--- config.mk ---
export PLATFORM = sky130hd
export DESIGN_NAME = mrpt_mulmod
export DESIGN_NICKNAME = d
export VERILOG_FILES = /design/src/rtl/mrpt_pkg.sv /design/src/rtl/mrpt_mulmod.sv
export SDC_FILE = /design/constraint.sdc
export NUM_CORES = 1
export LEC_CHECK = 0
export BUFFER_PORTS_ARGS = -buffer_cell sky130_fd_sc_hd__clkbuf_2
export CAP_MARGIN = 25
export CORE_MARGIN = 5
export CORE_UTILIZATION = 32
export CTS_CLUSTER_SIZE = 12
export DETAILED_ROUTE_END_ITERATION = 16
export PLACE_DENSITY = 0.47
export REMOVE_ABC_BUFFERS = 1
export SLEW_MARGIN = 25
export SYNTH_ARGS = -nofsm -noshare
export SYNTH_HDL_FRONTEND = slang
export SYNTH_SLANG_ARGS = --single-unit
--- constraint.sdc ---
create_clock -name clock -period 34.2 [get_ports clock]
set_input_delay 6.84 -clock clock [delete_from_list [all_inputs] [get_ports clock]]
set_output_delay 6.84 -clock clock [all_outputs]
set_load 0.01 [all_outputs]
--- src/rtl/mrpt_pkg.sv ---
// Shared types and constants for the Miller-Rabin prime test block.
// No dependencies.
package mrpt_pkg;
   localparam int unsigned NumWidth = 63;
   localparam int unsigned AccWidth = 64;
   localparam int unsigned BitIdxWidth = 6;
   localparam int unsigned BaseTableSize = 12;
   localparam int unsigned BaseIdxWidth = 4;

   typedef logic [NumWidth-1:0] num_type;

   // mul unit control
   typedef struct packed {
      logic    start;
      num_type x;
      num_type y;
      num_type m;
   } mul_req_type;

   typedef struct packed {
      logic    done;
      num_type prod;
   } mul_rsp_type;

   function automatic num_type base_lookup(input logic [BaseIdxWidth-1:0] idx);
      num_type b;
      unique case (idx)
         4'd0: b = 63'd2;
         4'd1: b = 63'd3;
         4'd2: b = 63'd5;
         4'd3: b = 63'd7;
         4'd4: b = 63'd11;
         4'd5: b = 63'd13;
         4'd6: b = 63'd17;
         4'd7: b = 63'd19;
         4'd8: b = 63'd23;
         4'd9: b = 63'd29;
         4'd10: b = 63'd31;
         4'd11: b = 63'd37;
         default: b = 63'd37;
      endcase
      return b;
   endfunction
endpackage

--- src/rtl/mrpt_mulmod.sv ---
// Serial shift-and-add modular multiplier, one bit of y per cycle.
// Depends on mrpt_pkg.
module mrpt_mulmod (
   input  logic                 clock,
   input  logic                 reset,
   input  mrpt_pkg::mul_req_type req,
   output mrpt_pkg::mul_rsp_type rsp
);
   logic                               busy_ff, busy_in;
   logic [mrpt_pkg::BitIdxWidth-1:0]   bit_ff, bit_in;
   mrpt_pkg::num_type                  acc_ff, acc_in;
   mrpt_pkg::num_type                  x_ff, y_ff, m_ff;
   logic                               done_ff, done_in;
   logic [mrpt_pkg::AccWidth-1:0]      dbl, dbl_r, add, add_r;

   always_comb begin
      dbl   = {acc_ff, 1'b0};
      dbl_r = (dbl >= {1'b0, m_ff}) ? dbl - {1'b0, m_ff} : dbl;
      add   = dbl_r + {1'b0, x_ff};
      add_r = (add >= {1'b0, m_ff}) ? add - {1'b0, m_ff} : add;
      busy_in = busy_ff;
      bit_in  = bit_ff;
      acc_in  = acc_ff;
      done_in = 1'b0;
      if (busy_ff) begin
         acc_in = y_ff[bit_ff] ? add_r[mrpt_pkg::NumWidth-1:0]
                               : dbl_r[mrpt_pkg::NumWidth-1:0];
         if (bit_ff == '0) begin
            busy_in = 1'b0;
            done_in = 1'b1;
         end else begin
            bit_in = bit_ff - 1'b1;
         end
      end else if (req.start) begin
         busy_in = 1'b1;
         bit_in  = mrpt_pkg::BitIdxWidth'(mrpt_pkg::NumWidth - 1);
         acc_in  = '0;
      end
   end

   always_ff @(posedge clock) begin
      if (reset) begin
         busy_ff <= 1'b0;
         done_ff <= 1'b0;
      end else begin
         busy_ff <= busy_in;
         done_ff <= done_in;
      end
      bit_ff <= bit_in;
      acc_ff <= acc_in;
      if (!busy_ff && req.start) begin
         x_ff <= req.x;
         y_ff <= req.y;
         m_ff <= req.m;
      end
   end

   assign rsp.done = done_ff;
   assign rsp.prod = acc_ff;

`ifndef SYNTHESIS
   a_done_after_busy: assert property (@(posedge clock) disable iff (reset)
      done_ff |-> $past(busy_ff)) else $error("done without busy");
   a_acc_below_mod: assert property (@(posedge clock) disable iff (reset)
      done_ff |-> acc_ff < m_ff) else $error("product not reduced");
   a_no_start_busy: assert property (@(posedge clock) disable iff (reset)
      busy_ff |=> (busy_ff || done_ff)) else $error("busy dropped early");
`endif
endmodule

==> results of run 1 <==
worst max-delay path, delay by kind of cell (launching register included):
kind	cells	cell delay, ns
xor gates and xnor gates	1	0.16
DFF	1	0.42
AOI/OAI and AO/OA	14	5.29
muxes	1	0.31
adders and majority gates	3	1.22
and+or+nand+nor	9	2.10
buffers and inverters	4	1.48
area by class of cell:
| class | instances | area [um2] |
|---|---|---|
| antenna | 1 | 2.502 |
| clock buffer | 41 | 940.9 |
| inverter | 129 | 484.2 |
| tap | 940 | 1176 |
| clock inverter | 23 | 190.2 |
| fill | 7238 | 44130 |
| multi-input combinational | 1954 | 13640 |
| sequential | 260 | 7789 |
| timing repair buffer | 276 | 1434 |
state kept, by name (all words and copies together) (netlist names):
signal	cells
x_ff	63
m_ff	63
bit_ff	6
acc_ff	63
busy_ff	1
y_ff	63
done_ff	1
per-layer routing:
metal / global-route usage / wire length (um) / vias up
li1: - / - / 9778
met1: 0.2917 / 37460 / 9997
met2: 0.3837 / 42130 / 773
met3: 0.03515 / 5719 / 147
met4: 0.06624 / 2784 / 4
met5: 0 / 19 / -
placed cells by master, fill, tap and decap left out, drive strengths merged, types with 22 or more instances in the layout:
cell type / instances
a211oi: 28
a21o: 135
a21oi: 207
a31oi: 55
and3: 25
clkbuf: 296
edfxtp: 258
ha: 190
inv: 128
nand2: 232
nand3: 83
nand4: 51
nor2: 110
nor2b: 22
nor3: 46
o211ai: 38
o21a: 28
o21ai: 222
o21bai: 35
xnor2: 102
xor2: 70
through the flow:
stage	std cells	hold WS, ns	utilization
2_1_floorplan	2343	0.5909	-
3_3_place_gp	3559	0.6434	0.3513
3_5_place_dp	3559	0.6564	0.3514
4_1_cts	3623	0.6750	0.3677
5_1_grt	3623	0.6932	0.3677
6_report	3624	0.6764	0.3677
logic make-up after synthesis:
logic type / count (synthesis) / share of synthesized area
AO/OA/AOI/OAI: 899 / 0.2603
AND/OR/NAND/NOR: 658 / 0.1419
buffers and inverters: 268 / 0.04769
flip-flops: 260 / 0.3472
adder cells (fa/ha/maj): 193 / 0.1087
XOR/XNOR: 172 / 0.06783
multiplexers: 32 / 0.02638
how the worst max path moves through the flow:
stage | start | endpoint | slack (ns) | depth (start not counted)
floorplan | req[189] | m_ff[0] | 18.45 | 1
global placement | m_ff[17] | acc_ff[32] | 23.25 | 33
detailed placement | m_ff[17] | acc_ff[32] | 23.07 | 34
CTS | acc_ff[27] | acc_ff[32] | 23.04 | 33
global route | m_ff[17] | acc_ff[32] | 22.29 | 34
finish | acc_ff[16] | acc_ff[32] | 22.90 | 32
==> summary.md, run 1 <==
| Metric | Value |
|---|---|
| Total global routing track utilization | `0.2237` |
| Least setup slack across all paths after layout | `~23 ns` |
| Netlist area before placement | `0.02243 mm2` |
| Drt total wl | `88110 um` |
| Worst Reg-to-Reg Cells | `32` |
| Final number of setup-violating endpoints | `0` |
| Count of cells along the worst hold path | `2` |
| Starting utilization of the core area | `0.3214` |
| Required @ worst endpoint | `34.53 ns` |
| CTS root buffer | `sky130_fd_sc_hd__clkbuf_16` |
| Number of buffers added to fix hold violations after cts | `0` |
| Number of standard-cell rows in the floorplan | `97` |
| Share of final-layout standard cells stronger than drive strength 1 | `0.1495` |
| 1st-iter DRT viols | `between 1500 and 2000` |
| Number of antenna violations at the first check in global routing | `4` |
| Share of the synthesized area in the top cell type | `0.3454` |
| Cell at the slowest stage of the critical path | `sky130_fd_sc_hd__a211oi_1` |
| Most frequent cell on the critical path | `sky130_fd_sc_hd__buf_4` |
| Count of yosys warnings during synthesis | `0` |
| Worst Hold End | `bit_ff[5]` |
| Count of vias placed by the detailed router | `between 20000 and 25000` |
| CTS-repair resized insts | `0` |
| Number of iterations in the first detailed-routing pass | `5` |
| Setup slack of the worst register-to-register path | `roughly 23 ns` |
| Pin count of the biggest net entering global routing | `67` |
| Top cells by area in the synthesized netlist | `sky130_fd_sc_hd__edfxtp_1 (35%), sky130_fd_sc_hd__ha_1 (11%), sky130_fd_sc_hd__a21oi_1 (4.6%)` |
| Nature of the critical path endpoint | `flop` |
| Horizontal die dimension | `~270 um` |
| Cell with the most instances after synthesis | `sky130_fd_sc_hd__edfxtp_1` |
| DIE AREA | `0.07549 mm2` |
| Slowest stage delay, CP | `0.70 ns` |
| Count of unique library cells instantiated by Yosys | `90` |
| Arrival time at the worst endpoint | `about 12 ns` |
| RSZ-0062 raised after global routing | `no` |
| Setup bufs post-CTS | `0` |
| Routability-driven placement congestion ratio | `just over 0.9` |
| Slew HR | `0.3683` |
| Critical Path Fanout Max | `56` |
| Die height | `274.8 um` |
| Post-detailed-route wirelength per cell | `between 20 and 25 um` |
| Area of the placeable core | `0.06979 mm2` |
| Critical path class | `reg2reg` |
| Flip-flop cell with the highest count after synthesis | `sky130_fd_sc_hd__edfxtp_1` |
| Setup Total Neg Slack | `0 ns` |
| #FFs+latches synth | `260` |
| Max-slew violation total from the final report | `0` |
| Detailed-route DRC error count | `0` |
| Wire length of the first global-routing pass | `about 130000 um` |
| Number of I/O pins | `256` |
| Number of enable flip-flop cells after synthesis | `258` |
| Clock Sink Count | `260` |
| Number of buffers created by CTS | `36` |
| Vias in the first global route | `between 20000 and 25000` |
| Commonest cells in the synthesized netlist | `sky130_fd_sc_hd__edfxtp_1 (258), sky130_fd_sc_hd__nand2_1 (232), sky130_fd_sc_hd__a21oi_1 (204)` |
| Minimum clock period | `11.31 ns` |
| Mean post-synth cell area | `about 9 um2` |
| Peak clock frequency supported by timing | `88.46 MHz` |
| Clock Skew | `0.03295 ns` |
| Worst-margin pin slew | `0.9476 ns` |
| Post-route antenna net violation count | `0` |
| Residual overflow from global routing | `0` |
| Maximum buffer depth of the clock tree | `3` |
| Share of the clock period used by the worst path | `0.3306` |
| Nets | `between 3000 and 4000` |
| Share of synthesized flip-flops with an asynchronous set or reset | `0` |
| Final design area excluding fillers | `between 0.02 and 0.03 mm2` |
| Reg-to-Reg Start | `acc_ff[16]` |
| Post-DP Area | `0.02453 mm2` |
| Layout Area Growth over Synthesis | `14.40%` |
| Worst reg2reg path endpoint | `acc_ff[32]` |
| Biggest area consumer among synthesized cells | `sky130_fd_sc_hd__edfxtp_1` |
| Clock Latency Late Sink | `between 0.5 and 0.6 ns` |
| Clock H-tree levels | `2` |
| Post-DP HPWL | `69480 um` |
| Hold path startpoint | `bit_ff[5]` |
| Post-synthesis instance total | `around 2500` |
| TritonCTS clock tree | `done` |
| Post-synthesis sequential area ratio | `0.3472` |
| Clock transition at the register clock pins on the worst setup and hold paths after CTS | `0.07 ns` |
| Final-report hold violation count | `0` |
| Kind of launch point of the worst setup path | `flop` |
| Number of maximum-capacitance violations | `0` |
| Post-detailed-route via-to-cell ratio | `approximately 5.7` |
| Run status | `complete, no violations` |
| Number of input and output port buffers inserted | `255` |
| Post-placement setup slack | `23.07 ns` |
| Path class of the lowest-slack min-delay path | `reg2reg` |
Power of run 1 is left out: the tool's default activity adds up to more than one toggle a clock period on the data nets, which glitch-free logic cannot reach.
==> run 2: changes to the inputs <==
ABC_AREA = 1   (was not set)
clock period = 10.7 ns   (was 34.2 ns; I/O delays follow)
==> summary.md, run 2 <==
| Metric | Value |
|---|---|
| Required @ worst endpoint | `11.01 ns` |
| Final Hold Slack | `0.5538 ns` |
| Nature of the critical path endpoint | `flop` |
| Clock H-tree levels | `2` |
| Cell with the most instances after synthesis | `sky130_fd_sc_hd__nand2_1` |
| Run status | `complete, no violations` |
| Post-detailed-route wirelength per cell | `22.98 um` |
| CTS root buffer | `sky130_fd_sc_hd__clkbuf_16` |
| Area of the placeable core | `0.07708 mm2` |
| Die height | `about 290 um` |
| Reg-to-Reg Start | `acc_ff[10]` |
| Horizontal die dimension | `slightly below 300 um` |
| Arrival time at the worst endpoint | `9.39 ns` |
| Minimum clock period | `between 9 and 10 ns` |
| Worst Reg-to-Reg Cells | `36` |
| RSZ-0062 raised after global routing | `no` |
| Count of unique library cells instantiated by Yosys | `50` |
| Total global routing track utilization | `0.2618` |
| Leading cell types in the layout, fill and taps excluded | `sky130_fd_sc_hd__nand2_1 (869), sky130_fd_sc_hd__inv_1 (535), sky130_fd_sc_hd__nor2_1 (423)` |
| Most common cell after layout, fill and taps aside | `sky130_fd_sc_hd__nand2_1` |
| Number of iterations in the first detailed-routing pass | `6` |
| Number of buffers added to fix hold violations after cts | `0` |
| CTS-repair resized insts | `0` |
| Post-synthesis instance total | `around 3600` |
| Max-slew violation total from the final report | `0` |
| Number of buffers created by CTS | `36` |
| TritonCTS clock tree | `done` |
| Number of standard-cell rows in the floorplan | `102` |
| Wire length of the first global-routing pass | `around 160000 um` |
| Post-DP HPWL | `95600 um` |
| Clock Sink Count | `260` |
| Top cells by area in the synthesized netlist | `sky130_fd_sc_hd__edfxtp_1 (31%), sky130_fd_sc_hd__nand2_1 (13%), sky130_fd_sc_hd__ha_1 (9.6%)` |
| Netlist area before placement | `roughly 0.025 mm2` |
| Cell at the slowest stage of the critical path | `sky130_fd_sc_hd__o21ai_0` |
| Drt total wl | `112600 um` |
| Number of maximum-capacitance violations | `0` |
| Worst-margin pin slew | `1.233 ns` |
| Setup slack of the worst register-to-register path | `1.62 ns` |
| Maximum buffer depth of the clock tree | `3` |
| Share of the clock period used by the worst path | `0.8487` |
| Critical Path Fanout Max | `37` |
| Critical path class | `reg2reg` |
| Slew HR | `0.1692` |
| Count of cells along the worst hold path | `1` |
| Number of antenna violations at the first check in global routing | `2` |
| Setup bufs post-CTS | `0` |
| Commonest cells in the synthesized netlist | `sky130_fd_sc_hd__nand2_1 (870), sky130_fd_sc_hd__inv_1 (535), sky130_fd_sc_hd__nor2_1 (424)` |
| Detailed-route DRC error count | `0` |
| #FFs+latches synth | `260` |
| Post-synthesis sequential area ratio | `0.3144` |
| Count of vias placed by the detailed router | `25250` |
| Share of the synthesized area in the top cell type | `0.3127` |
| Most frequent cell on the critical path | `sky130_fd_sc_hd__nand2_1` |
| Slowest stage delay, CP | `about 0.77 ns` |
| DIE AREA | `0.08308 mm2` |
| Starting utilization of the core area | `0.3214` |
| Nets | `4217` |
| Mean post-synth cell area | `6.914 um2` |
| Clock transition at the register clock pins on the worst setup and hold paths after CTS | `0.07 ns` |
| Count of yosys warnings during synthesis | `0` |
| Routability-driven placement congestion ratio | `1.013` |
| Flip-flop cell with the highest count after synthesis | `sky130_fd_sc_hd__edfxtp_1` |
| Hold path startpoint | `busy_ff` |
| Final number of setup-violating endpoints | `0` |
| Number of I/O pins | `256` |
| Clock Skew | `roughly 0.032 ns` |
| Worst reg2reg path endpoint | `acc_ff[43]` |
| Post-detailed-route via-to-cell ratio | `5.154` |
| Number of input and output port buffers inserted | `around 260` |
| Vias in the first global route | `24740` |
| Residual overflow from global routing | `0` |
| 1st-iter DRT viols | `2249` |
| Biggest area consumer among synthesized cells | `sky130_fd_sc_hd__edfxtp_1` |
| Share of final-layout standard cells stronger than drive strength 1 | `0.09720` |
| Clock Latency Late Sink | `roughly 0.58 ns` |
| Number of enable flip-flop cells after synthesis | `258` |
| Layout Area Growth over Synthesis | `14.71%` |
| Setup Total Neg Slack | `0 ns` |
| Worst Hold End | `bit_ff[1]` |
| Peak clock frequency supported by timing | `110.1 MHz` |
| Kind of launch point of the worst setup path | `flop` |
| Final-report hold violation count | `0` |
| Pin count of the biggest net entering global routing | `86` |
| Path class of the lowest-slack min-delay path | `reg2reg` |
| Post-route antenna net violation count | `0` |
| Share of synthesized flip-flops with an asynchronous set or reset | `0` |
-- run 2: cell types whose count changed in the layout (fill, tap and decap cells not counted), moves of 51 or more --
cell / before / now
sky130_fd_sc_hd__xnor2_1: 101 / 50
sky130_fd_sc_hd__a21o_1: 135 / 28
sky130_fd_sc_hd__inv_1: 127 / 535
sky130_fd_sc_hd__nor2_1: 107 / 423
sky130_fd_sc_hd__nand3_1: 82 / 249
sky130_fd_sc_hd__nand2_1: 232 / 869
sky130_fd_sc_hd__a21oi_1: 204 / 314
-- run 2: logic make-up (layout without fill, tap and decap cells) --
group / after synthesis / in the layout / synth area share
compound gates: 688 / 688 / 0.1564
xor+xnor: 148 / 148 / 0.05233
fa+ha+maj: 193 / 193 / 0.09839
buf+inv: 611 / 886 / 0.09596
flops: 260 / 260 / 0.3144
other cells: 0 / 1 / 0
simple gates: 1683 / 1683 / 0.2825
-- run 2: stage by stage --
step                worst slack (ns)  cell area [um2]  instances    util
CTS                            1.814            28410       4897  0.3686
floorplan                    -0.1367            24440       3517       -
finish                         1.619            28420       4899  0.3687
global placement               1.741            27200       4833  0.3529
detailed placement             1.858            27200       4833  0.3529
global route                   1.131            28410       4898  0.3686
-- run 2: layout make-up --
| class | count | area [um2] |
|---|---|---|
| fill | 8559 | 48670 |
| multi-input combinational | 2712 | 14620 |
| sequential | 260 | 7789 |
| inverter | 545 | 2046 |
| timing repair buffer | 277 | 1451 |
| tap | 1040 | 1301 |
| clock buffer | 43 | 927.1 |
| clock inverter | 21 | 277.8 |
| antenna | 1 | 2.502 |
-- run 2: per-layer routing --
layer  wire length [um]  up-vias  global-route usage  part of all wire
met3               8181      145             0.04720             0.073
met2              48480      898              0.4074              0.43
met5                 11        -                   0          0.000098
met4               3406        2             0.07007             0.030
li1                   -    12380                   -                 -
met1              52490    11820              0.3750              0.47
-- run 2: worst max path at each step --
stage,from,end,slack (ns),cells after the start
after floorplan,req[189],m_ff[0],-0.14,2
after global placement,acc_ff[0],acc_ff[48],1.74,40
after detailed placement,m_ff[0],acc_ff[43],1.86,39
after CTS,acc_ff[10],acc_ff[43],1.81,36
after global routing,acc_ff[16],acc_ff[28],1.13,41
final,acc_ff[10],acc_ff[43],1.62,36
-- run 2: critical path: cells and delay by family, from the launching register on --
kind | cells | cell delay [ns]
fa+ha+maj | 3 | 1.24
simple gates | 20 | 3.11
compound gates | 6 | 2.45
buf+inv | 6 | 0.96
flops | 1 | 0.55
xor+xnor | 1 | 0.47
Power of run 2 is left out for the same reason.
